### src/hdl/assert_macros.svh
// Assertion macros shared by the RTL of the command frame decoder.
`ifndef ASSERT_MACROS_SVH
`define ASSERT_MACROS_SVH

// Same-cycle implication, checked at every rising edge outside reset.
`define ACFD_ASSERT_IMPL(label, clk, rst, ante, cons, msg) \
  label: assert property (@(posedge clk) disable iff (rst) (ante) |-> (cons)) \
    else $error(msg);

// Next-cycle implication, checked at every rising edge outside reset.
`define ACFD_ASSERT_NEXT(label, clk, rst, ante, cons, msg) \
  label: assert property (@(posedge clk) disable iff (rst) (ante) |=> (cons)) \
    else $error(msg);

`endif

### src/hdl/acfd_pkg.sv
// Constants, codes and the value parser of the ASCII command frame decoder.
package acfd_pkg;

  // item kinds on the input tuser
  localparam logic [1:0] OP_BYTE    = 2'd0;
  localparam logic [1:0] OP_ENCODER = 2'd1;
  localparam logic [1:0] OP_TICK    = 2'd2;

  // configuration register indexes
  localparam logic [7:0] REG_TOLERANCE = 8'd0;
  localparam logic [7:0] REG_SPEED     = 8'd1;

  // frame characters
  localparam logic [7:0] CHAR_PERIOD = 8'h2E;  // '.'
  localparam logic [7:0] CHAR_PLUS   = 8'h2B;  // '+'
  localparam logic [7:0] CHAR_MINUS  = 8'h2D;  // '-'
  localparam logic [7:0] CHAR_SPACE  = 8'h20;
  localparam logic [7:0] CHAR_TAB    = 8'h09;
  localparam logic [7:0] CHAR_CR     = 8'h0D;
  localparam logic [7:0] CHAR_ZERO   = 8'h30;
  localparam logic [7:0] CHAR_NINE   = 8'h39;

  // command letters
  localparam logic [7:0] CMD_SERVO_ONE   = 8'h71;  // 'q'
  localparam logic [7:0] CMD_SERVO_TWO   = 8'h77;  // 'w'
  localparam logic [7:0] CMD_SERVO_THREE = 8'h65;  // 'e'
  localparam logic [7:0] CMD_ACT_ONE     = 8'h61;  // 'a'
  localparam logic [7:0] CMD_ACT_TWO     = 8'h73;  // 's'
  localparam logic [7:0] CMD_RACK        = 8'h64;  // 'd'

  localparam int unsigned FRAME_LEN = 5;
  localparam logic [2:0] LAST_BYTE_IDX = 3'(FRAME_LEN - 1);

  localparam logic signed [31:0] RACK_SCALE = 32'sd1000;

  // quadrature step for each 4-bit {previous AB, current AB} history
  localparam logic signed [1:0] QUAD_TABLE [16] = '{
    2'sd0, -2'sd1,  2'sd1,  2'sd0,
    2'sd1,  2'sd0,  2'sd0, -2'sd1,
   -2'sd1,  2'sd0,  2'sd0,  2'sd1,
    2'sd0,  2'sd1, -2'sd1,  2'sd0
  };

  // parser phases
  localparam logic [1:0] PH_BLANK  = 2'd0;
  localparam logic [1:0] PH_DIGITS = 2'd1;
  localparam logic [1:0] PH_DONE   = 2'd2;

  // atoi over exactly three characters: blanks, optional sign, digits
  function automatic logic signed [10:0] parse_value(input logic [7:0] c0,
                                                     input logic [7:0] c1,
                                                     input logic [7:0] c2);
    logic [7:0] chars [3];
    logic [7:0] ch;
    logic [1:0] ph;
    logic       neg;
    logic       is_blank;
    logic       is_digit;
    logic [9:0] acc;
    chars[0] = c0;
    chars[1] = c1;
    chars[2] = c2;
    ph  = PH_BLANK;
    neg = 1'b0;
    acc = 10'd0;
    for (int i = 0; i < 3; i++) begin
      ch       = chars[i];
      is_blank = (ch == CHAR_SPACE) || (ch >= CHAR_TAB && ch <= CHAR_CR);
      is_digit = (ch >= CHAR_ZERO) && (ch <= CHAR_NINE);
      case (ph)
        PH_BLANK: begin
          if (is_blank) begin
            ph = PH_BLANK;
          end else if (ch == CHAR_PLUS || ch == CHAR_MINUS) begin
            neg = (ch == CHAR_MINUS);
            ph  = PH_DIGITS;
          end else if (is_digit) begin
            acc = 10'(ch - CHAR_ZERO);
            ph  = PH_DIGITS;
          end else begin
            ph = PH_DONE;
          end
        end
        PH_DIGITS: begin
          if (is_digit) begin
            acc = 10'(acc * 10'd10) + 10'(ch - CHAR_ZERO);
          end else begin
            ph = PH_DONE;
          end
        end
        default: ph = PH_DONE;
      endcase
    end
    return neg ? -$signed({1'b0, acc}) : $signed({1'b0, acc});
  endfunction

endpackage

### src/hdl/ascii_command_frame_decoder_unit.sv
// ASCII command frame decoder with quadrature position counter and rack drive.
//
// Each request on the input stream is one item: a received serial byte, an
// encoder A/B sample or a control tick (kind in s_axis_tuser). Bytes build
// 5-byte frames "Xnnn."; the letter picks servo angle q/w/e, actuator a/s
// or rack move d (target = position + 1000 * value), the three middle
// characters are read like atoi. A frame not ending in '.' starts a hunt
// that drops bytes up to and including the next '.'. Encoder samples step
// the position through the quadrature table; ticks set the bang-bang drive
// from target - position against the tolerance. Every item gives exactly
// one result request carrying all outputs plus frame_accepted and hunting.
// Timing: one item per clock sustained while m_axis_tready is high; each
// item passes the input register, then the state/result register. s_axis_tready depends
// combinationally on m_axis_tready through the one-deep input register.
// The state registers themselves are the result register: they only change
// when a result is loaded, so they always hold what m_axis_tdata shows.
// Configuration writes (cfg_*) are always accepted; write them while idle.
`include "assert_macros.svh"

module ascii_command_frame_decoder_unit #(
  parameter int unsigned CFG_INDEX_W = 8
) (
  input  logic                   clk,
  input  logic                   rst,
  // input stream
  input  logic                   s_axis_tvalid,
  output logic                   s_axis_tready,
  input  logic [15:0]            s_axis_tdata,   // [7:0] rx_byte, [9:8] encoder_ab, rest 0
  input  logic [1:0]             s_axis_tuser,   // [1:0] operation
  // result stream
  output logic                   m_axis_tvalid,
  input  logic                   m_axis_tready,
  output logic [127:0]           m_axis_tdata,   // [10:0] servo_one, [21:11] servo_two,
                                                 // [32:22] servo_three, [40:33] actuator_one,
                                                 // [48:41] actuator_two, [57:49] rack_drive,
                                                 // [89:58] position, [121:90] target, rest 0
  output logic [1:0]             m_axis_tuser,   // [0] frame_accepted, [1] hunting
  // configuration writes
  input  logic                   cfg_valid,
  output logic                   cfg_ready,
  input  logic [CFG_INDEX_W-1:0] cfg_index,
  input  logic [15:0]            cfg_data
);

  // ---------------- configuration ----------------
  logic [15:0] position_tolerance;
  logic [7:0]  drive_speed;

  assign cfg_ready = 1'b1;

  always_ff @(posedge clk) begin
    if (rst) begin
      position_tolerance <= 16'd20;
      drive_speed        <= 8'd100;
    end else if (cfg_valid && cfg_ready) begin
      if (cfg_index == CFG_INDEX_W'(acfd_pkg::REG_TOLERANCE)) begin
        position_tolerance <= cfg_data;
      end else if (cfg_index == CFG_INDEX_W'(acfd_pkg::REG_SPEED)) begin
        drive_speed <= cfg_data[7:0];
      end
    end
  end

  // ---------------- input register ----------------
  logic       in_valid;
  logic [1:0] in_op;
  logic [7:0] in_byte;
  logic [1:0] in_ab;
  logic       out_valid;
  logic       advance;

  // an item moves on when the result slot is empty or being drained
  assign advance       = in_valid && (!out_valid || m_axis_tready);
  assign s_axis_tready = !in_valid || advance;

  always_ff @(posedge clk) begin
    if (rst) begin
      in_valid <= 1'b0;
    end else if (s_axis_tvalid && s_axis_tready) begin
      in_valid <= 1'b1;
    end else if (advance) begin
      in_valid <= 1'b0;
    end
  end

  always_ff @(posedge clk) begin
    if (s_axis_tvalid && s_axis_tready) begin
      in_op   <= s_axis_tuser;
      in_byte <= s_axis_tdata[7:0];
      in_ab   <= s_axis_tdata[9:8];
    end
  end

  // ---------------- state / result registers ----------------
  logic [7:0]         frame_bytes [4];   // letter + 3 value chars; '.' is checked live
  logic [2:0]         byte_count;
  logic               hunt_flag;
  logic [3:0]         encoder_history;
  logic [31:0]        position_count;
  logic [31:0]        target_count;
  logic signed [10:0] servo_angles [3];
  logic [7:0]         actuator_values [2];
  logic signed [8:0]  drive_level;
  logic               frame_accepted;

  logic [2:0]         byte_count_next;
  logic               hunt_flag_next;
  logic [3:0]         encoder_history_next;
  logic [31:0]        position_count_next;
  logic [31:0]        target_count_next;
  logic signed [10:0] servo_angles_next [3];
  logic [7:0]         actuator_values_next [2];
  logic signed [8:0]  drive_level_next;
  logic               frame_accepted_next;
  logic               frame_wr;

  // frame decode
  logic signed [10:0] cmd_value;
  logic [31:0]        cmd_value_ext;
  logic [31:0]        rack_offset;

  assign cmd_value     = acfd_pkg::parse_value(frame_bytes[1], frame_bytes[2], frame_bytes[3]);
  assign cmd_value_ext = {{21{cmd_value[10]}}, cmd_value};
  assign rack_offset   = 32'($signed(cmd_value_ext) * acfd_pkg::RACK_SCALE);

  // drive error, exact at 33 bits
  logic signed [32:0] drive_err;
  logic [32:0]        drive_mag;
  logic signed [1:0]  quad_step;
  logic [3:0]         history_shift;

  assign drive_err = $signed({target_count[31], target_count})
                   - $signed({position_count[31], position_count});
  assign drive_mag = drive_err[32] ? 33'(-drive_err) : 33'(drive_err);

  assign history_shift = {encoder_history[1:0], in_ab};
  assign quad_step     = acfd_pkg::QUAD_TABLE[history_shift];

  always_comb begin
    byte_count_next      = byte_count;
    hunt_flag_next       = hunt_flag;
    encoder_history_next = encoder_history;
    position_count_next  = position_count;
    target_count_next    = target_count;
    servo_angles_next    = servo_angles;
    actuator_values_next = actuator_values;
    drive_level_next     = drive_level;
    frame_accepted_next  = 1'b0;
    frame_wr             = 1'b0;

    unique case (in_op)
      acfd_pkg::OP_BYTE: begin
        if (hunt_flag) begin
          // drop everything up to and including the next period
          if (in_byte == acfd_pkg::CHAR_PERIOD) begin
            hunt_flag_next  = 1'b0;
            byte_count_next = 3'd0;
          end
        end else if (byte_count == acfd_pkg::LAST_BYTE_IDX) begin
          byte_count_next = 3'd0;
          if (in_byte == acfd_pkg::CHAR_PERIOD) begin
            frame_accepted_next = 1'b1;
            unique case (frame_bytes[0])
              acfd_pkg::CMD_SERVO_ONE:   servo_angles_next[0] = cmd_value;
              acfd_pkg::CMD_SERVO_TWO:   servo_angles_next[1] = cmd_value;
              acfd_pkg::CMD_SERVO_THREE: servo_angles_next[2] = cmd_value;
              acfd_pkg::CMD_ACT_ONE:     actuator_values_next[0] = cmd_value[7:0];
              acfd_pkg::CMD_ACT_TWO:     actuator_values_next[1] = cmd_value[7:0];
              acfd_pkg::CMD_RACK:        target_count_next = position_count + rack_offset;
              default: ;  // unknown letter: accepted, no effect
            endcase
          end else begin
            hunt_flag_next = 1'b1;
          end
        end else begin
          frame_wr        = 1'b1;
          byte_count_next = byte_count + 3'd1;
        end
      end
      acfd_pkg::OP_ENCODER: begin
        encoder_history_next = history_shift;
        position_count_next  = position_count + {{30{quad_step[1]}}, quad_step};
      end
      acfd_pkg::OP_TICK: begin
        if (drive_mag > {17'd0, position_tolerance}) begin
          // position above target drives positive
          drive_level_next = drive_err[32] ? $signed({1'b0, drive_speed})
                                           : -$signed({1'b0, drive_speed});
        end else begin
          drive_level_next = 9'sd0;
        end
      end
      default: ;  // unused kind: state unchanged
    endcase
  end

  always_ff @(posedge clk) begin
    if (rst) begin
      out_valid          <= 1'b0;
      byte_count         <= 3'd0;
      hunt_flag          <= 1'b0;
      encoder_history    <= 4'd0;
      position_count     <= 32'd0;
      target_count       <= 32'd0;
      servo_angles[0]    <= 11'sd0;
      servo_angles[1]    <= 11'sd0;
      servo_angles[2]    <= 11'sd0;
      actuator_values[0] <= 8'd1;
      actuator_values[1] <= 8'd1;
      drive_level        <= 9'sd0;
      frame_accepted     <= 1'b0;
    end else begin
      if (advance) begin
        out_valid       <= 1'b1;
        byte_count      <= byte_count_next;
        hunt_flag       <= hunt_flag_next;
        encoder_history <= encoder_history_next;
        position_count  <= position_count_next;
        target_count    <= target_count_next;
        servo_angles    <= servo_angles_next;
        actuator_values <= actuator_values_next;
        drive_level     <= drive_level_next;
        frame_accepted  <= frame_accepted_next;
      end else if (m_axis_tready) begin
        out_valid <= 1'b0;
      end
    end
  end

  // frame buffer: payload only
  always_ff @(posedge clk) begin
    if (advance && frame_wr) begin
      frame_bytes[byte_count[1:0]] <= in_byte;
    end
  end

  // ---------------- result stream ----------------
  assign m_axis_tvalid = out_valid;
  assign m_axis_tdata  = {6'd0,
                          target_count,
                          position_count,
                          drive_level,
                          actuator_values[1],
                          actuator_values[0],
                          servo_angles[2],
                          servo_angles[1],
                          servo_angles[0]};
  assign m_axis_tuser  = {hunt_flag, frame_accepted};

  // ---------------- assertions ----------------
  `ACFD_ASSERT_IMPL(a_hunt_count_zero, clk, rst, hunt_flag, byte_count == 3'd0,
                    "hunt active with a partial frame count")
  `ACFD_ASSERT_IMPL(a_accept_not_hunting, clk, rst, out_valid && frame_accepted, !hunt_flag,
                    "frame accepted while hunting")
  `ACFD_ASSERT_NEXT(a_hunt_holds, clk, rst,
                    advance && hunt_flag && in_op == acfd_pkg::OP_BYTE
                      && in_byte != acfd_pkg::CHAR_PERIOD,
                    hunt_flag && !frame_accepted,
                    "hunt left without a period")
  `ACFD_ASSERT_NEXT(a_encoder_step, clk, rst, advance && in_op == acfd_pkg::OP_ENCODER,
                    (position_count - $past(position_count)) == 32'd0
                      || (position_count - $past(position_count)) == 32'd1
                      || (position_count - $past(position_count)) == 32'hFFFF_FFFF,
                    "encoder sample moved position by more than one count")

endmodule
### config.mk
export PLATFORM = sky130hd
export DESIGN_NAME = ascii_command_frame_decoder_unit
export DESIGN_NICKNAME = d
export VERILOG_FILES = /design/src/hdl/acfd_pkg.sv /design/src/hdl/ascii_command_frame_decoder_unit.sv
export VERILOG_INCLUDE_DIRS = /design/src /design/src/hdl
export SDC_FILE = /design/constraint.sdc
export NUM_CORES = 1
export LEC_CHECK = 0
export ABC_AREA = 1
export BUFFER_PORTS_ARGS = -buffer_cell sky130_fd_sc_hd__buf_2
export CAP_MARGIN = 20
export CELL_PAD_IN_SITES_DETAIL_PLACEMENT = 1
export CELL_PAD_IN_SITES_GLOBAL_PLACEMENT = 1
export CORE_ASPECT_RATIO = 1.75
export CORE_MARGIN = 2
export CORE_UTILIZATION = 44
export DETAILED_ROUTE_END_ITERATION = 16
export HOLD_SLACK_MARGIN = 0.1
export PLACE_DENSITY = 0.85
export SYNTH_ARGS = -nofsm -noshare
export SYNTH_HDL_FRONTEND = slang
export SYNTH_SLANG_ARGS = --single-unit
### constraint.sdc
create_clock -name clk -period 14.01 [get_ports clk]
set_input_delay 2.802 -clock clk [delete_from_list [all_inputs] [get_ports clk]]
set_output_delay 2.802 -clock clk [all_outputs]
set_load 0.05 [all_outputs]
### Word level (Yosys, flattened, before mapping)

Memories as Yosys holds them, arrays and structs flattened.
Cells that the tools add are included.
W data, S select, Z words.

* memory bits (read-only): 32
* bits in latches: 0
* bits in registers: 167
* bits of input ports: 47
* bits in writable memories: 32
* memories: 2

* add/subtract/negate cells: 12
* shift operators: 0
* multiplexer cells: 54
* order comparisons: 14
* reductions and logical operators: 37
* equal/unequal tests: 23
* multipliers: 3
* bitwise gates (word level): 3
* divide/modulo/power cells: 0

Memory list
* (no name shown): depth 16, width 2, read ports 1, clocked after memory_dff 0, wr ports 0, RTL line ascii_command_frame_decoder_unit.sv:137 `assign quad_step = acfd_pkg::QUAD_TABLE[history_shift];`
* frame_bytes: depth 4, width 8, read ports 4, clocked after memory_dff 0, wr ports 1, RTL line ascii_command_frame_decoder_unit.sv:95 `logic [7:0] frame_bytes [4];`

Operators with widths (count)
* $mux W10: 11
* $eq A8 B6 Y1 const B: 10
* $add A32 B32 Y32: 2
* $eq A8 B7 Y1 const B: 6
* $pmux W10 S2: 2
* $reduce_and A6 Y1: 6
* $gt A33 B16 Y1: 1
* $mux W33: 1
* $neg A33 Y33: 1
* $sub A32 B32 Y33: 1
* $sub A8 B6 Y9 const B: 3
* $ge A8 B4 Y1 const B: 3
* $ge A8 B6 Y1 const B: 3
* $le A8 B4 Y1 const B: 3
* $le A8 B6 Y1 const B: 3
* $mux W1: 24
* $add A10 B10 Y10: 2
* $mul A10 B3 Y9 const B: 2
* $mul A11 B8 Y19 const B: 1
* $mux W2: 9
* $mux W9: 2
* $mux W11: 1
* $neg A10 Y11: 1
* $logic_and A1 B1 Y1: 9
* 19 further kinds: 39

### Longest topological paths before layout

An unclocked memory read counts as a cell.

* depth after elaboration: 18
* mapped depth: 82
* gate-level depth less buffers: 82

### Worst setup path after synthesis

No wires, ideal clock.

* kind: reg2reg
* start: memory frame_bytes[1][4]
* end: register target_count[30]
* period minus slack after synthesis: 11111 ps
* stages on the path, launching flop included: 75
* path slack: 2899 ps
* required time: 13893 ps
* arrival time: 10994 ps
* cell sequence: edfxtp_1 inv_1 ha_1 inv_1 nor2_2 nand2_1 inv_1 nor2_2 buf_6 nand4_1 inv_1 ha_1 ha_1 inv_1 fa_1 inv_1 ha_1 nand2_1 [39 not listed] o221ai_1 a21oi_1 o21bai_1 nand3_1 nand2_1 nand2_1 a21boi_0 inv_1 nand3_1 nand2_1 ha_1 nand2_1 o21ai_0 a21oi_1 o311ai_0 nor2_1 o221ai_1 inv_1

RTL lines
* start: declaration: RTL line ascii_command_frame_decoder_unit.sv:95
* end signal: assignment: RTL line ascii_command_frame_decoder_unit.sv:219 `target_count <= target_count_next;`
* end: declaration: RTL line ascii_command_frame_decoder_unit.sv:100 `logic [31:0] target_count;`

==> impl_results.md <==
- Synth Flop Type: dfxtp_1
- Cell variety after synth: 57
- DRC: 0
- Synth top area share: roughly 16%
- P&R area growth vs syn: 10.7%
- Most common cell in the netlist: nand2_1
- Pre-Repair DR Iteration Count: 5
- Seq/Total Area, Yosys: between 20% and 30%
- Slowest stage delay, CP: 550 ps
- Initial antenna violation count: 2
- Cts hold-fix bufs: 0
- WP data required: around 14000 ps
- Reg-to-reg critical path startpoint: frame_bytes[1][4]
- Port Buffer Count: between 150 and 200
- Hold endpoint: drive_level[0]
- Worst hold-check path type: flop to flop
- Reg-to-Reg End: target_count[30]
- Mean area per synthesized cell: 6.83 µm²
- Synthesized flop and latch total: 199
- Full die area: 0.0449 mm²
- Max-slew violations: 0
- HP Start: drive_level[0]
- CTS H-tree lvls: 4
- Worst Reg2Reg Path Length in Cells: 70
- Final period utilization: 93.9%
- Die width: 161 µm
- IO Pins: 180
- Comb pwr share: around 28%
- FMAX: between 70 and 80 MHz
- Cell Pwr Density: ~75 mW/mm²
- Reg2Reg Setup Slack: 850 ps
- Reg clk slew, reported paths: approximately 90 ps
- Share of cells above drive strength 1: under 10%
- Routed WL: ~70000 µm
- Max-slew headroom: approximately a quarter
- Share of power burned in registers: about two fifths
- Post-synth EDFFs: 44
- Largest net degree at the start of global routing: 105
- GRT overflow: 0
- Syn Inst Count: between 2000 and 3000
- Crit path capture type: flop
- Slew @ Worst Pin: 1140 ps
- Final hold vios: 0
- Ys async rst share: 0%
- Clk Tree Root Cell: clkbuf_16
- Finished Cell Area: approximately 0.021 mm²
- Vias in the first global route: 21200
- Sw Ratio: approximately 38%
- CP most frequent cell: inv_1
- List of most frequent post-synthesis cells: nand2_1, inv_1, a21oi_1
- Clock latency on the worst-skew pair: about 480 ps
- Pint: ~0.00097 W
- Nets@finish: 3232
- Startpoint Class: flop
- Setup CP Type: flop to flop
- Clock period minus worst slack: ~13000 ps
- CP bufs+invs: 15
- Leak: about 12 nW
- Clock Skews: 19.9 ps
- Synthesized area: 0.0190 mm²
- Power Total: 0.00158 W
- Chip height: roughly 280 µm
- Clock buffer depth: 2
- WHS: between 400 and 500 ps
- Hold-critical path depth: 2
- Antenna-violating nets left: 0
- CP Max Fanout: 10
- Synth area leader: dfxtp_1
- GP Congestion: 0.960
- Final cell count without fillers: around 3500
- CP startpoint: frame_bytes[1][4]
- Area post-placement: approximately 0.020 mm²
- Area contributors post-synth: dfxtp_1, ha_1, nand2_1
- CTS sink count: roughly 200
- Placed cell count: ~3500
- Status: completed
- Ys Warns: 0
- Worst IR Drop VDD: around 0.000076 V
- TritonCTS clock tree: done
- Filler Cell Count: between 5000 and 6000
- DR vias/cell: 5.56
- Max Cap Violations: 0
- Final core occ: between 40 and 50%
- Hpwl dp: 57200 µm
- Wirelength per Cell: 20.0 µm
- 1st-iter DRT viols: 812
- Tot GR Track Use: about 31%
- Num rows: 100
- CTS Buf Count: 17
- # setup viols final: 0
- Core Box Area: between 0.04 and 0.05 mm²
- Data arrival, critical path: ~14000 ps
- Via Count: slightly below 20000
- First-pass GRT wire length: 110000 µm
- Max stage delay cell, worst path: fa_1
- Initial Utilization: ~45%
- Psw: a little over 0.0006 W
- Delay-heaviest family, CP: adder cells
- Power share of the clock group: roughly a third
metal layers:
| metal | vias to the layer above | track usage (%) | share of wire (%) |
|---|---|---|---|
| met5 | - | 0 | 0 |
| met2 | 517 | 61.4 | 54 |
| li1 | 9330 | - | - |
| met3 | 274 | 3.70 | 3.4 |
| met4 | 0 | 23.6 | 8.5 |
| met1 | 9368 | 28.6 | 34 |
through the flow:
step           TNS (ps)  setup slack [ps]
2_1_floorplan         0              2900
3_3_place_gp          0               792
3_5_place_dp          0               255
4_1_cts               0               168
5_1_grt            -218             -72.9
6_report              0               848
worst max path at each step:
stage	endpoint	slack, ps	cells after the start
2_1_floorplan	target_count[30]	2900	74
3_3_place_gp	target_count[30]	790	73
3_5_place_dp	target_count[30]	260	73
4_1_cts	target_count[30]	170	73
5_1_grt	target_count[30]	-70	77
6_report	target_count[30]	850	70
registers in the layout, summed over array words and instances (netlist names):
| signal | flops |
|---|---|
| drive_level | 9 |
| frame_bytes | 32 |
| hunt_flag | 1 |
| in_byte | 8 |
| drive_speed | 8 |
| in_ab | 2 |
| target_count | 32 |
| m_axis_tvalid | 1 |
| in_valid | 1 |
| encoder_history | 2 |
| frame_accepted | 1 |
| byte_count | 3 |
| position_tolerance | 16 |
| in_op | 2 |
| position_count | 32 |
| m_axis_tdata | 49 |
timing repair:
action,4_1_cts,5_1_grt
setup endpoints to repair,0,10
hold endpoints to repair,0,0
setup buffers,0,2
gates resized for setup,0,6
logic make-up (layout without fill, tap and decap cells):
kind of cell / count (synthesis) / in the layout / share of synthesized area, %
DFF: 199 / 199 / 23.3
xor gates and xnor gates: 129 / 129 / 6.03
other: 2 / 11 / 0.0395
buffers and inverters: 570 / 723 / 11.6
AOI/OAI and AO/OA: 575 / 575 / 16.7
adders and majority gates: 257 / 257 / 18.7
and+or+nand+nor: 1050 / 1050 / 23.7
worst min-delay path: cells and delay by family, from the launching register on:
kind             cells  cell delay (ps)
flip-flops           1              320
AO/OA/AOI/OAI        1               60
AND/OR/NAND/NOR      1               60
cells in the final DEF (no fill, tap or decap), drive strengths merged, types with 8 or more instances in the layout:
cell type	count
conb	8
fa	45
o211ai	26
xor2	96
inv	516
nor2	269
nand2	541
nand3	140
ha	212
o21ai	210
clkbuf	18
dfxtp	155
a31oi	12
nor3	36
o21bai	14
nand4	46
a21o	10
buf	179
xnor2	33
a21oi	266
clkinv	9
edfxtp	44
power by group through the flow:
stage / Sequential (W) / Clock [W] / Combinational, W
floorplan: 0.000627 / 0 / 0.000305
global placement: 0.000616 / 0 / 0.000425
detailed placement: 0.000617 / 0 / 0.000445
global route: 0.000605 / 0.000551 / 0.000505
CTS: 0.000604 / 0.000532 / 0.000449
finish: 0.000604 / 0.000524 / 0.000450
area by class of cell:
class / count / area (µm²) / share of cell area, %
diodes: 3 / 7.51 / 0.0357
repair buffers: 180 / 942 / 4.48
flip-flops and latches: 199 / 4420 / 21.0
inverters: 511 / 1920 / 9.12
clock inverters: 15 / 179 / 0.851
well taps: 561 / 702 / 3.34
multi-input cells: 2019 / 12400 / 59.1
clock buffers: 17 / 425 / 2.02
Power figures use the tool's default switching activity.
